### src/hdl/qtl_pkg.sv
`timescale 1ns / 1ps

package qtl_pkg;

    typedef enum logic [2:0] {
        KIND_BYTE = 3'd0,
        KIND_END  = 3'd1,
        KIND_DROP = 3'd2,
        KIND_OK   = 3'd3,
        KIND_ERR  = 3'd4
    } kind_t;

    // One result beat as it sits in the output queue.
    typedef struct packed {
        kind_t      kind;
        logic [7:0] tok_byte;
        logic       last;
    } result_t;

    localparam logic CMD_CHAR = 1'b0;
    localparam logic CMD_EOL  = 1'b1;

    localparam logic [7:0] CHAR_HASH      = 8'h23;
    localparam logic [7:0] CHAR_BACKSLASH = 8'h5C;
    localparam logic [7:0] CHAR_QUOTE     = 8'h22;
    localparam logic [7:0] CHAR_DOT       = 8'h2E;
    localparam logic [7:0] CHAR_COLON     = 8'h3A;
    localparam logic [7:0] CHAR_EQUALS    = 8'h3D;
    localparam logic [7:0] CHAR_SLASH     = 8'h2F;
    localparam logic [7:0] CHAR_MINUS     = 8'h2D;
    localparam logic [7:0] CHAR_UNDER     = 8'h5F;
    localparam logic [7:0] CHAR_LF        = 8'h0A;
    localparam logic [7:0] CHAR_TAB       = 8'h09;
    localparam logic [7:0] CHAR_CR        = 8'h0D;
    localparam logic [7:0] CHAR_SPACE     = 8'h20;

    // Output queue: room for two full items' worth of results.
    localparam int OutDepth = 4;

    function automatic logic is_word_char(input logic [7:0] c);
        is_word_char = (c >= 8'h41 && c <= 8'h5A) || (c >= 8'h30 && c <= 8'h39) ||
                       (c >= 8'h61 && c <= 8'h7A) || c == CHAR_DOT || c == CHAR_COLON ||
                       c == CHAR_EQUALS || c == CHAR_SLASH || c == CHAR_MINUS ||
                       c == CHAR_UNDER;
    endfunction

    function automatic logic is_blank_char(input logic [7:0] c);
        is_blank_char = c == CHAR_SPACE || c == CHAR_LF || c == CHAR_TAB || c == CHAR_CR;
    endfunction

endpackage

### src/hdl/quoted_token_lexer_core.sv
`timescale 1ns / 1ps

// Channel  Direction  Handshake           Payload
// s_       in         s_valid / s_ready   s_command, s_char_code
// m_       out        m_valid / m_ready   m_kind, m_token_byte, m_last
//
// A beat taken on s_ is held in an input register and lexed once the output
// queue has room for two results; its results land in that four-entry queue.
// One input beat per cycle is taken while the queue holds two or fewer
// results; an end-of-line beat gives up to two results, which leave one per
// cycle while m_ready is high. Reset (aresetn low at a clock edge) empties
// the queue and returns the lexer to blank mode with no error.
// Back-pressure on m_ fills the queue and then holds s_ready low.

module quoted_token_lexer_core (
    input  logic       aclk,
    input  logic       aresetn,
    input  logic       s_valid,
    output logic       s_ready,
    input  logic       s_command,
    input  logic [7:0] s_char_code,
    output logic       m_valid,
    input  logic       m_ready,
    output logic [2:0] m_kind,
    output logic [7:0] m_token_byte,
    output logic       m_last
);

    logic             in_vld_reg;
    logic             in_vld_next;
    logic             in_cmd_reg;
    logic [7:0]       in_char_reg;
    logic             room_for_two;
    logic             consume;
    logic [1:0]       res_cnt;
    qtl_pkg::result_t res0;
    qtl_pkg::result_t res1;
    qtl_pkg::result_t head;

    assign consume = in_vld_reg && room_for_two;
    assign s_ready = !in_vld_reg || room_for_two;

    always_comb begin
        in_vld_next = in_vld_reg;
        if (s_valid && s_ready) begin
            in_vld_next = 1'b1;
        end else if (consume) begin
            in_vld_next = 1'b0;
        end
    end

    always_ff @(posedge aclk) begin
        if (!aresetn) begin
            in_vld_reg <= 1'b0;
        end else begin
            in_vld_reg <= in_vld_next;
        end
    end

    always_ff @(posedge aclk) begin
        if (s_valid && s_ready) begin
            in_cmd_reg  <= s_command;
            in_char_reg <= s_char_code;
        end
    end

    qtl_lex u_lex (
        .aclk      (aclk),
        .aresetn   (aresetn),
        .item_fire (consume),
        .command   (in_cmd_reg),
        .char_code (in_char_reg),
        .res_cnt   (res_cnt),
        .res0      (res0),
        .res1      (res1)
    );

    qtl_out_fifo u_out_fifo (
        .aclk         (aclk),
        .aresetn      (aresetn),
        .push_cnt     (res_cnt),
        .push0        (res0),
        .push1        (res1),
        .pop          (m_ready),
        .not_empty    (m_valid),
        .room_for_two (room_for_two),
        .head         (head)
    );

    assign m_kind       = head.kind;
    assign m_token_byte = head.tok_byte;
    assign m_last       = head.last;

endmodule

### src/hdl/qtl_lex.sv
`timescale 1ns / 1ps

module qtl_lex (
    input  logic              aclk,
    input  logic              aresetn,
    input  logic              item_fire,
    input  logic              command,
    input  logic [7:0]        char_code,
    output logic [1:0]        res_cnt,
    output qtl_pkg::result_t  res0,
    output qtl_pkg::result_t  res1
);

    typedef enum logic [2:0] {
        MODE_BLANK   = 3'd0,
        MODE_WORD    = 3'd1,
        MODE_QUOTED  = 3'd2,
        MODE_ESCAPE  = 3'd3,
        MODE_COMMENT = 3'd4
    } mode_t;

    typedef struct packed {
        mode_t          mode;
        logic           err;
        logic           emit;
        qtl_pkg::kind_t kind;
        logic [7:0]     tok;
    } byte_step_t;

    mode_t mode_reg;
    mode_t mode_next;
    logic  err_reg;
    logic  err_next;

    function automatic byte_step_t step_byte(input mode_t m, input logic [7:0] c);
        byte_step_t s;
        s.mode = m;
        s.err  = 1'b0;
        s.emit = 1'b0;
        s.kind = qtl_pkg::KIND_BYTE;
        s.tok  = 8'h00;
        case (m)
            MODE_WORD: begin
                if (qtl_pkg::is_word_char(c)) begin
                    s.emit = 1'b1;
                    s.tok  = c;
                end else if (qtl_pkg::is_blank_char(c)) begin
                    s.emit = 1'b1;
                    s.kind = qtl_pkg::KIND_END;
                    s.mode = MODE_BLANK;
                end else if (c == qtl_pkg::CHAR_HASH) begin
                    s.emit = 1'b1;
                    s.kind = qtl_pkg::KIND_DROP;
                    s.mode = MODE_COMMENT;
                end else begin
                    s.err = 1'b1;
                end
            end
            MODE_QUOTED: begin
                if (c == qtl_pkg::CHAR_QUOTE) begin
                    s.emit = 1'b1;
                    s.kind = qtl_pkg::KIND_END;
                    s.mode = MODE_BLANK;
                end else if (c == qtl_pkg::CHAR_BACKSLASH) begin
                    s.mode = MODE_ESCAPE;
                end else begin
                    s.emit = 1'b1;
                    s.tok  = c;
                end
            end
            MODE_ESCAPE: begin
                s.emit = 1'b1;
                s.tok  = c;
                s.mode = MODE_QUOTED;
            end
            MODE_COMMENT: begin
                s.mode = MODE_COMMENT;
            end
            default: begin
                // Blank mode, and the unused codes which behave like it.
                if (qtl_pkg::is_word_char(c)) begin
                    s.emit = 1'b1;
                    s.tok  = c;
                    s.mode = MODE_WORD;
                end else if (c == qtl_pkg::CHAR_QUOTE) begin
                    s.mode = MODE_QUOTED;
                end else if (qtl_pkg::is_blank_char(c)) begin
                    s.mode = MODE_BLANK;
                end else if (c == qtl_pkg::CHAR_HASH) begin
                    s.mode = MODE_COMMENT;
                end else begin
                    s.mode = MODE_BLANK;
                    s.err  = 1'b1;
                end
            end
        endcase
        return s;
    endfunction

    byte_step_t       step;
    mode_t            mode_after;
    logic             err_after;
    logic             line_ok;
    qtl_pkg::result_t step_res;
    qtl_pkg::result_t final_res;

    always_comb begin
        // End of line is first handled as a newline byte.
        step = step_byte(mode_reg, (command == qtl_pkg::CMD_EOL) ? qtl_pkg::CHAR_LF : char_code);
        if (err_reg) begin
            step.emit = 1'b0;
            step.err  = 1'b0;
            step.mode = mode_reg;
        end
        mode_after = step.mode;
        err_after  = err_reg | step.err;
        line_ok    = !err_after && (mode_after == MODE_BLANK || mode_after == MODE_COMMENT);

        step_res.kind     = step.kind;
        step_res.tok_byte = step.tok;
        step_res.last     = (command != qtl_pkg::CMD_EOL);

        final_res.kind     = line_ok ? qtl_pkg::KIND_OK : qtl_pkg::KIND_ERR;
        final_res.tok_byte = 8'h00;
        final_res.last     = 1'b1;

        mode_next = mode_reg;
        err_next  = err_reg;
        res_cnt   = 2'd0;
        res0      = step_res;
        res1      = final_res;
        if (item_fire) begin
            if (command == qtl_pkg::CMD_EOL) begin
                mode_next = MODE_BLANK;
                err_next  = 1'b0;
                if (step.emit) begin
                    res_cnt = 2'd2;
                end else begin
                    res_cnt = 2'd1;
                    res0    = final_res;
                end
            end else begin
                mode_next = mode_after;
                err_next  = err_after;
                res_cnt   = {1'b0, step.emit};
            end
        end
    end

    always_ff @(posedge aclk) begin
        if (!aresetn) begin
            mode_reg <= MODE_BLANK;
            err_reg  <= 1'b0;
        end else begin
            mode_reg <= mode_next;
            err_reg  <= err_next;
        end
    end

endmodule

### src/hdl/qtl_out_fifo.sv
`timescale 1ns / 1ps

module qtl_out_fifo (
    input  logic              aclk,
    input  logic              aresetn,
    input  logic [1:0]        push_cnt,
    input  qtl_pkg::result_t  push0,
    input  qtl_pkg::result_t  push1,
    input  logic              pop,
    output logic              not_empty,
    output logic              room_for_two,
    output qtl_pkg::result_t  head
);

    localparam int PtrW = $clog2(qtl_pkg::OutDepth);
    localparam int CntW = $clog2(qtl_pkg::OutDepth + 1);

    qtl_pkg::result_t mem_reg [qtl_pkg::OutDepth];
    logic [PtrW-1:0]  wr_ptr_reg;
    logic [PtrW-1:0]  wr_ptr_next;
    logic [PtrW-1:0]  wr_ptr_plus1;
    logic [PtrW-1:0]  rd_ptr_reg;
    logic [PtrW-1:0]  rd_ptr_next;
    logic [CntW-1:0]  count_reg;
    logic [CntW-1:0]  count_next;
    logic             do_pop;

    assign do_pop       = pop && (count_reg != '0);
    assign not_empty    = (count_reg != '0);
    assign room_for_two = (count_reg <= CntW'(qtl_pkg::OutDepth - 2));
    assign head         = mem_reg[rd_ptr_reg];
    assign wr_ptr_plus1 = wr_ptr_reg + PtrW'(1);

    always_comb begin
        wr_ptr_next = wr_ptr_reg + PtrW'(push_cnt);
        rd_ptr_next = rd_ptr_reg + PtrW'(do_pop);
        count_next  = count_reg + CntW'(push_cnt) - CntW'(do_pop);
    end

    always_ff @(posedge aclk) begin
        if (push_cnt != 2'd0) begin
            mem_reg[wr_ptr_reg] <= push0;
        end
        if (push_cnt == 2'd2) begin
            mem_reg[wr_ptr_plus1] <= push1;
        end
    end

    always_ff @(posedge aclk) begin
        if (!aresetn) begin
            wr_ptr_reg <= '0;
            rd_ptr_reg <= '0;
            count_reg  <= '0;
        end else begin
            wr_ptr_reg <= wr_ptr_next;
            rd_ptr_reg <= rd_ptr_next;
            count_reg  <= count_next;
        end
    end

endmodule

### config.mk
export PLATFORM = sky130hd
export DESIGN_NAME = quoted_token_lexer_core
export DESIGN_NICKNAME = d
export VERILOG_FILES = /design/src/hdl/qtl_pkg.sv /design/src/hdl/quoted_token_lexer_core.sv /design/src/hdl/qtl_lex.sv /design/src/hdl/qtl_out_fifo.sv
export SDC_FILE = /design/constraint.sdc
export NUM_CORES = 1
export LEC_CHECK = 0
export ABC_AREA = 1
export ABC_CLOCK_PERIOD_IN_PS = 4100
export BUFFER_PORTS_ARGS = -buffer_cell sky130_fd_sc_hd__buf_2
export CAP_MARGIN = 40
export CORE_MARGIN = 2
export CORE_UTILIZATION = 55
export CTS_CLUSTER_DIAMETER = 30
export DETAILED_ROUTE_END_ITERATION = 10
export PLACE_DENSITY_LB_ADDON = 0.2
export REMOVE_ABC_BUFFERS = 1
export SYNTH_ARGS = -nofsm -noshare
export SYNTH_HDL_FRONTEND = slang
export SYNTH_SLANG_ARGS = --single-unit
### constraint.sdc
create_clock -name aclk -period 4.1 [get_ports aclk]
set_input_delay 0.82 -clock aclk [delete_from_list [all_inputs] [get_ports aclk]]
set_output_delay 0.82 -clock aclk [all_outputs]
set_load 0.005 [all_outputs]
After elaboration in Yosys (flattened, before gate mapping)
Memory sizes are Yosys's and may differ from the RTL's. A register that Yosys moved wholly into a read port is not among the register bits. Cells that the tools add are included.

Bits of input ports: 13. Word-level logic and storage cells: 116. Output and inout port bits: 14. Memories kept: 1. Register bits after elaboration: 21. Memory bits (writable): 48.

Memory list: u_out_fifo.mem_reg (words 4, bits a word 12, read ports 1, clocked after memory_dff 1, write ports 2, line qtl_out_fifo.sv:18) `qtl_pkg::result_t mem_reg [qtl_pkg::OutDepth];`.

Add/sub/neg operators: 5. Mux-type cells: 47. Bitwise gates (word level): 2. Reductions and logical operators: 27. Order comparisons: 7. Equality and inequality tests: 19.

Operators by type and width (number): 8-bit by 6-bit == test with 1-bit output (second input constant) (8); 12-bit two-way mux (3); 3-bit two-way mux (11); 8-bit two-way mux (4); 8-bit by 4-bit == test with 1-bit output (second input constant) (3); 8-bit case mux with 3 select lines (1); 8-bit by 7-bit == test with 1-bit output (second input constant) (2); 8-bit by 7-bit >= comparator with 1-bit output (second input constant) (2); 8-bit by 7-bit less-or-equal comparator with 1-bit output (second input constant) (2); 1-bit two-way mux (16); 1-bit logical OR (13); 4-bit two-way mux (3); 3-bit case mux with 4 select lines (1); 8-bit by 6-bit >= comparator with 1-bit output (second input constant) (1); 8-bit by 6-bit less-or-equal comparator with 1-bit output (second input constant) (1); 2-bit two-way mux (4); 1-bit logical AND (7); 3-bit by 2-bit == test with 1-bit output (second input constant) (2); 3-bit == test (second input constant) (2); 3-bit case mux with 2 select lines (1); 5-bit two-way mux (1); 1-bit case mux with 4 select lines (1); 2-bit nonzero test (2); 3-bit by 2-bit adder with 3-bit output (1); 14 further kinds (15).

Depth between registers and ports, before layout
Gate-level depths: netlist of the first run.

Depth in word-level cells: 21. Depth in mapped cells: 25. Depth with buffers taken out: 24.

Hierarchy
Synthesis of the first run repeated with hierarchy kept, for this count alone.

Cell total of the unflattened synthesis: 503. Area, all modules: 4304.1 um2.

By module, submodules not included: qtl_out_fifo (area each 2940.3 um2, cells an instance 290, instances 1, sequential area each 1581.5 um2); qtl_lex (area each 1034.7 um2, cells an instance 195, instances 1, sequential area each 80.1 um2); quoted_token_lexer_core (area each 329.1 um2, cells an instance 18, instances 1, sequential area each 290.3 um2).

Least setup slack after synthesis of the first run
No wires, ideal clock.

Path type: reg2reg. Start: register in_cmd_reg. End: register u_out_fifo.count_reg[2]. Period minus slack after synthesis: 2.998 ns. Data required time: 3.980 ns. Library setup time: 0.120 ns. Buffers on the path: 1. Slack: 1.102 ns. Cell stages (with the launch flop): 24. Arrival: 2.878 ns. Cell sequence: edfxtp_1 > inv_2 > buf_6 > nand2_2 > nor2_1 > nand2_1 > nand2_1 > nand2_1 > nand2_1 > nand3_2 > nand3_2 > nand2_1 > nand2_1 > nand2_1 > inv_1 > ha_1 > inv_1 > nor2_1 > inv_1 > ha_1 > fa_1 > xor2_1 > inv_1 > nor2_1.

Cells in the longest elaborated chain, start to end: 19. Elaborated cells between the ends (all ways): 47. Those cells by class: 2 x add/sub; 6 x order compare; 13 x eq/ne; 12 x mux; 14 x reduce/logical.

RTL lines: from (decl) (line quoted_token_lexer_core.sv:31) `logic in_cmd_reg;`; from (signal assigned) (line quoted_token_lexer_core.sv:62) `in_cmd_reg <= s_command;`; 8-bit two-way mux (line qtl_lex.sv:109) `step = step_byte(mode_reg, (command == qtl_pkg::CMD_EOL) ? qtl_pkg::CHAR_LF : char_code);`; 8-bit by 7-bit >= comparator with 1-bit output, or another cell as far along (line qtl_pkg.sv:41) `is_word_char = (c >= 8'h41 && c <= 8'h5A) || (c >= 8'h30 && c <= 8'h39) ||`; 1-bit logical AND (line qtl_pkg.sv:41); 1-bit logical OR (2 in series) (line qtl_pkg.sv:41); 1-bit logical OR (3 in series) (line qtl_pkg.sv:42) `(c >= 8'h61 && c <= 8'h7A) || c == CHAR_DOT || c == CHAR_COLON ||`; 1-bit logical OR (3 in series) (line qtl_pkg.sv:43) `c == CHAR_EQUALS || c == CHAR_SLASH || c == CHAR_MINUS ||`; 1-bit two-way mux, on equally long branches (line qtl_lex.sv:81, qtl_lex.sv:44); 1-bit case mux with 4 select lines (line qtl_lex.sv:42) `case (m)`; 5-bit two-way mux (line qtl_lex.sv:110) `if (err_reg) begin`; 2-bit two-way mux (line qtl_lex.sv:136) `if (step.emit) begin`; 2-bit two-way mux * (line qtl_lex.sv:133) `if (command == qtl_pkg::CMD_EOL) begin`; 2-bit two-way mux * (line qtl_lex.sv:132) `if (item_fire) begin`; 3-bit by 2-bit adder with 3-bit output * (line qtl_out_fifo.sv:37) `count_next = count_reg + CntW'(push_cnt) - CntW'(do_pop);`; 3-bit by 1-bit subtractor with 3-bit output * (line qtl_out_fifo.sv:37); to (signal assigned) (line qtl_out_fifo.sv:57) `count_reg <= count_next;`; to (decl) (line qtl_out_fifo.sv:24) `logic [CntW-1:0] count_reg;`.

Mark *: on every way between the ends. The rest lies on a longest branch, timed or not. A chain may end at the register's enable or synchronous reset.

==> impl_metrics.py, run 1 <==
metrics = {
    "pwr": {
        "p_per_area_nw_per_um2": 527.4,
        "power_mw": 2.088,
        "ir_drop_mv": 0.2862,
        "power_leakage_nw": 1.741,
    },
    "yosys": {
        "yosys_register_bits": 69,
        "synth_cells": 465,
        "async_flop_share": 0,
        "ys_seq_area_frac": 0.4471,
        "synth_edf_count": 21,
        "synth_ff_type": "dfxtp_1",
        "ys_warn_count": 0,
        "avgSynthCellArea_um2": 7.655,
        "synth_area_um2": 3560,
        "ys_types": 34,
    },
    "sta": {
        "slew_viol_final": 0,
        "fin_ws_ns": 0.4080,
        "max_freq_mhz": 270.9,
        "rsz0062_at_grt": "true",
        "holdWs_ns": 0.4579,
        "finalCritPeriodShare": 0.9005,
        "fin_skew_ns": 0.01012,
        "slew_headroom": 0.5271,
        "final-hold-violation-count": 0,
        "setup_violations": 0,
        "post-route-min-period_ns": 3.692,
        "worst_pin_slew_ns": 0.7085,
    },
    "floorplan": {
        "die_x_um": 84.45,
        "start_util": 0.5638,
        "core-area_um2": 6314,
        "row_count": 29,
        "die_h_um": 84.45,
        "ioPinCount": 27,
        "die_area_um2": 7132,
    },
    "route": {
        "drt_wl_total_um": 8111,
        "dr.pass1.iters": 8,
        "routedWlPerCell_um": 14.01,
        "drc": 0,
        "drt_iter0_drc": 208,
        "viasPerCell": 5.511,
        "ant_nets": 0,
        "vias": 3191,
    },
    "placed_design": {
        "hpwlAfterDp_um": 5987,
        "dpl_worst_slack_ns": 0.4610,
        "io_buffers": 26,
        "place_congestion": 0.9504,
    },
    "hold_path": {
        "hp-class": "reg -> reg",
    },
    "setup_path": {
        "startpoint_type": "flop",
        "crit_chain": "inv_2, nand2_1, inv_1, nand4_1, nor2_1, nand2_1, a21oi_1, nand2_1, nand2_1, inv_1, ha_1, inv_1, nor2_1, nor2_1, nor3_1, nor2_1, inv_1",
        "endpoint_kind": "flop",
        "crit_path_max_incr_delay_ns": 0.48,
        "crit_required_ns": 4.15,
        "cp.arrival_ns": 3.75,
        "slowest_stage": "edfxtp_1",
        "cp_max_fo": 13,
        "criticalPathCategory": "reg -> reg",
    },
    "cts": {
        "cts_setup_buffers": 0,
        "ctsHoldBuffers": 0,
        "clock_sinks": 69,
        "cts-root-buf": "clkbuf_8",
        "ctsResizeCount": 0,
        "cts_made_buffers": 9,
        "cts.clk_slew.worst_paths_ns": 0.08,
        "htreeDepth": 3,
        "cts_buffer_depth": 2,
        "cts_tree": "done",
        "clk_latency_ns": 0.35,
    },
    "global_routing": {
        "grt_pass1_wl_um": 13970,
        "antenna_found_initial": 0,
        "grt_use_total": 0.2425,
        "overflow": 0,
        "grt_pass1_vias": 2944,
        "grt_max_degree": 27,
    },
    "layout": {
        "drive_gt1_frac": 0.1673,
        "fill_cells": 576,
        "fin_nets": 517,
        "area_delta_synth_final_pct": 11.21,
        "n_antenna_cell": 0,
        "final_core_util": 0.6270,
        "largest_reg_flops": 48,
    },
    "job": {
        "maxCapViolCount": 0,
    },
    "run_status": {
        "status": "complete, no violations",
    },
}
[where the power goes]
group	total (mW)	switching, mW	internal (mW)
clock	0.538	0.279	0.259
sequential	0.876	0.0668	0.809
combinational	0.674	0.417	0.257
total	2.09	0.763	1.32
[stage by stage]
step	setup TNS (ns)	cell area (µm²)	std cells
2_1_floorplan	0	3511	456
3_3_place_gp	0	3752	561
3_5_place_dp	0	3765	563
4_1_cts	0	3956	579
5_1_grt	-0.08050	3959	579
6_report	0	3959	579
[routing by layer]
layer | vias to the layer above | share of wire | global-route usage
met3 | 10 | 0.044 | 0.04720
met4 | 0 | 0.013 | 0.07792
met1 | 1499 | 0.48 | 0.3421
met2 | 72 | 0.46 | 0.3788
li1 | 1610 | - | -
met5 | - | 0 | 0
[worst paths after layout]
kind              slack, ns  cells past startpoint                         to                startpoint
setup / recovery       0.41                     17  u_out_fifo.mem_reg[2][11]                in_cmd_reg
hold / removal         0.46                      2   u_out_fifo.mem_reg[2][4]  u_out_fifo.mem_reg[2][4]
setup reg to reg       0.41                     17  u_out_fifo.mem_reg[2][11]                in_cmd_reg
hold reg to reg        0.46                      2   u_out_fifo.mem_reg[2][4]  u_out_fifo.mem_reg[2][4]
[worst max-delay path: cells and delay by family, from the launching register on]
family | cells | cell delay (ns)
adders and majority gates | 1 | 0.28
and+or+nand+nor | 10 | 1.79
buffers and inverters | 5 | 0.68
DFF | 1 | 0.48
AOI/OAI and AO/OA | 1 | 0.15
[Yosys cell counts, types with 3 or more instances]
| master | count | area [µm²] |
|---|---|---|
| ha_1 | 6 | 75.07 |
| o21ai_0 | 61 | 305.3 |
| edfxtp_1 | 21 | 630.6 |
| o22ai_1 | 12 | 75.07 |
| a21oi_1 | 17 | 85.08 |
| nand2_4 | 3 | 33.78 |
| nand3_1 | 25 | 125.1 |
| dfxtp_1 | 48 | 960.9 |
| nand2_2 | 6 | 37.54 |
| nor2_4 | 3 | 33.78 |
| nor2_2 | 5 | 31.28 |
| nand2_1 | 95 | 356.6 |
| inv_2 | 7 | 26.28 |
| nand3_2 | 4 | 40.04 |
| nor2_1 | 61 | 229.0 |
| o21ai_2 | 4 | 35.03 |
| nor3_1 | 9 | 45.04 |
| clkbuf_1 | 7 | 26.28 |
| inv_1 | 47 | 176.4 |
| nand4_1 | 4 | 25.02 |
[area by class of cell]
type / instances / area, µm² / area share
Timing Repair Buffer: 30 / 157.7 / 0.03982
Multi-Input combinational cell: 333 / 1719 / 0.4343
Sequential cell: 69 / 1592 / 0.4020
Tap cell: 77 / 96.34 / 0.02434
Clock buffer: 10 / 148.9 / 0.03761
Clock inverter: 6 / 42.54 / 0.01075
Inverter: 54 / 202.7 / 0.05120
[logic make-up after synthesis]
logic type	count (synthesis)	share of synthesized area
adders and majority gates	7	0.02671
buffers and inverters	63	0.07065
xor gates and xnor gates	4	0.009844
and+or+nand+nor	221	0.2889
AOI/OAI and AO/OA	101	0.1568
DFF	69	0.4471
[cell usage in the layout (no fill, tap or decap), types with 2 or more instances in the layout]
| cell type | n |
|---|---|
| nor2_1 | 60 |
| nor3_1 | 9 |
| nand4_1 | 4 |
| buf_4 | 3 |
| o22ai_1 | 12 |
| o21ai_2 | 4 |
| xnor2_1 | 2 |
| o211ai_1 | 2 |
| a21oi_1 | 17 |
| buf_2 | 27 |
| clkbuf_8 | 9 |
| nor3_2 | 2 |
| nand3_1 | 25 |
| nor2_4 | 3 |
| nand3b_1 | 2 |
| nand2_4 | 3 |
| nand2_2 | 6 |
| xor2_1 | 2 |
| clkinv_4 | 2 |
| dfxtp_1 | 48 |
| inv_2 | 7 |
| nand2_1 | 95 |
| inv_1 | 47 |
| clkinv_2 | 2 |
| o21ai_0 | 61 |
| nand3_2 | 4 |
| edfxtp_1 | 21 |
| ha_1 | 6 |
| nor2_2 | 6 |
No activity file was read; power rests on OpenSTA's default activity.
==> run 2, diff against run 1 <==
--- a/config.mk
+++ b/config.mk
@@ -13,6 +13,7 @@
 export CORE_UTILIZATION = 55
 export CTS_CLUSTER_DIAMETER = 30
 export DETAILED_ROUTE_END_ITERATION = 10
+export MAX_ROUTING_LAYER = met4
 export PLACE_DENSITY_LB_ADDON = 0.2
 export REMOVE_ABC_BUFFERS = 1
 export SYNTH_ARGS = -nofsm -noshare
==> run 2 against run 1 <==
Effect of this change:
- first-iteration DRC count down 0.96%
- setup slack better by 0.095 ns
- utilization up 0.61 points
- wire length up 0.64%
- sequential power about the same
- clock skew up 0.0031 ns
- power up 2.6%
- flip-flop and latch count unchanged
- largest power group unchanged
- highest routed layer unchanged
==> impl_metrics.py, run 2 (synthesis gave the netlist of run 1 again) <==
metrics = {
    "run_status": {
        "status": "complete, no violations",
    },
    "global_routing": {
        "grt_pass1_wl_um": 13710,
        "top_usage_layer": "met2",
        "grt_use_total": 0.2468,
        "met2_usage": 0.3831,
        "grt_max_degree": 27,
        "grtUsageMet3": 0.04523,
        "antenna_found_initial": 0,
        "overflow": 0,
        "met1_usage": 0.3256,
        "grt_pass1_vias": 2951,
    },
    "setup_path": {
        "cp.arrival_ns": 3.65,
        "r2r-start": "in_cmd_reg",
        "criticalPathCategory": "reg -> reg",
        "endpoint_kind": "flop",
        "crit_required_ns": 4.15,
        "crit_family": "simple AND/OR/NAND/NOR gates",
        "crit_chain": "inv_2, nand2_1, inv_1, nand4_1, nor2_1, nand2_1, a21oi_1, nand2_1, nand2_1, inv_1, ha_1, inv_1, nor2_1, nor2_1, nor3_1, nor2_2, inv_1",
        "crit_path_max_incr_delay_ns": 0.48,
        "startpoint_type": "flop",
        "slowest_stage": "edfxtp_1",
        "critPathLaunch": "in_cmd_reg",
        "cp_max_fo": 13,
        "worst-path-buf-inv": 5,
    },
    "route": {
        "drt_wl_total_um": 8163,
        "viasPerCell": 5.561,
        "routedWlPerCell_um": 14.10,
        "vias": 3220,
        "dr.pass1.iters": 6,
        "drc": 0,
        "ant_nets": 0,
        "drt_iter0_drc": 206,
    },
    "layout": {
        "fin_nets": 517,
        "drive_gt1_frac": 0.1733,
        "final_cell_mix": "nand2_1 (95), o21ai_0 (61), nor2_1 (58)",
        "seqCellArea_um2": 1592,
        "fill_cells": 572,
        "final_cells": 579,
        "n_antenna_cell": 0,
        "area_delta_synth_final_pct": 12.30,
        "largest_reg_flops": 48,
        "multiInputGateArea_um2": 1729,
        "final_common_cell": "nand2_1",
    },
    "sta": {
        "final-hold-violation-count": 0,
        "fin_skew_ns": 0.01326,
        "slew_viol_final": 0,
        "setup_violations": 0,
        "rsz0062_at_grt": "false",
        "slew_headroom": 0.5369,
        "max_freq_mhz": 278.0,
        "worst_pin_slew_ns": 0.6873,
        "post-route-min-period_ns": 3.597,
        "fin_ws_ns": 0.5030,
        "setup_tns_ns": 0,
        "finalCritPeriodShare": 0.8773,
    },
    "cts": {
        "cts.clk_slew.worst_paths_ns": 0.08,
        "clk_latency_ns": 0.35,
        "ctsHoldBuffers": 0,
        "cts_made_buffers": 9,
        "cts_tree": "done",
        "cts-root-buf": "clkbuf_8",
        "clock_sinks": 69,
        "cts_buffer_depth": 2,
        "htreeDepth": 3,
    },
    "floorplan": {
        "ioPinCount": 27,
        "die_x_um": 84.45,
        "die_h_um": 84.45,
        "start_util": 0.5638,
        "die_area_um2": 7132,
        "core-area_um2": 6314,
        "row_count": 29,
    },
    "job": {
        "maxCapViolCount": 0,
    },
    "hold_path": {
        "hp-class": "reg -> reg",
        "min_from": "u_out_fifo.mem_reg[2][8]",
    },
    "pwr": {
        "ir_drop_mv": 0.3094,
        "intPower_mw": 1.382,
        "p_per_area_nw_per_um2": 535.9,
        "comb_power_share": 0.317,
        "power_switching_mw": 0.7605,
        "netSwitchingFraction": 0.3550,
        "clkPwrFrac": 0.273,
        "power_leakage_nw": 1.759,
        "power_frac_seq": 0.410,
    },
    "placed_design": {
        "dp_cells": 563,
        "hpwlAfterDp_um": 6074,
        "io_buffers": 26,
        "place_congestion": 0.9717,
        "dpl_worst_slack_ns": 0.4514,
    },
}
[run 2: repair_timing]
| action | in CTS | in global routing |
|---|---|---|
| hold endpoints to repair | 0 | 0 |
| buffers inserted | 0 | 0 |
| gates resized for setup | 0 | 4 |
| setup endpoints to repair | 0 | 9 |
[run 2: layout make-up]
type	instances	area share
Sequential cell	69	0.3981
Clock buffer	12	0.04695
Tap cell	77	0.02410
Inverter	54	0.05070
Multi-Input combinational cell	333	0.4326
Timing Repair Buffer	30	0.03944
Clock inverter	4	0.008138
[run 2: worst register-to-register path, cell delays in order, from the launching register on]
cell      delay, ns
edfxtp_1       0.48
inv_2          0.25
nand2_1        0.17
inv_1          0.15
nand4_1        0.12
nor2_1         0.23
nand2_1        0.08
a21oi_1        0.14
nand2_1        0.09
nand2_1        0.08
inv_1          0.04
ha_1           0.28
inv_1          0.04
nor2_1         0.18
nor2_1         0.13
nor3_1         0.45
nor2_2         0.21
inv_1          0.18
[run 2: stage by stage]
| step | total power [mW] | hold slack (ns) | instance area (µm²) | utilization |
|---|---|---|---|---|
| floorplan | 1.341 | 0.4231 | 3511 | - |
| detailed placement | 1.563 | 0.4399 | 3765 | 0.5963 |
| global route | 2.289 | 0.4915 | 3998 | 0.6332 |
| CTS | 2.149 | 0.4599 | 3985 | 0.6312 |
| finish | 2.142 | 0.4579 | 3998 | 0.6332 |
| global placement | 1.550 | 0.4330 | 3752 | 0.5943 |
[run 2: worst paths after layout]
check	endpoint	slack, ns	depth (start not counted)
hold reg to reg	u_out_fifo.mem_reg[2][8]	0.46	2
hold / removal	u_out_fifo.mem_reg[2][8]	0.46	2
setup / recovery	u_out_fifo.mem_reg[2][11]	0.50	17
setup reg to reg	u_out_fifo.mem_reg[2][11]	0.50	17
[run 2: layer usage]
| layer | share of wire | wire length (µm) |
|---|---|---|
| met2 | 0.46 | 3728 |
| met3 | 0.048 | 390 |
| met5 | 0 | 0 |
| met1 | 0.48 | 3916 |
| met4 | 0.016 | 127 |
[run 2: power by group through the flow]
| stage | Combinational (mW) | Sequential [mW] | Clock (mW) |
|---|---|---|---|
| after global placement | 0.660 | 0.890 | 0 |
| final | 0.679 | 0.879 | 0.585 |
| after floorplan | 0.451 | 0.890 | 0 |
| after detailed placement | 0.672 | 0.891 | 0 |
| after CTS | 0.677 | 0.876 | 0.596 |
| after global routing | 0.773 | 0.889 | 0.627 |
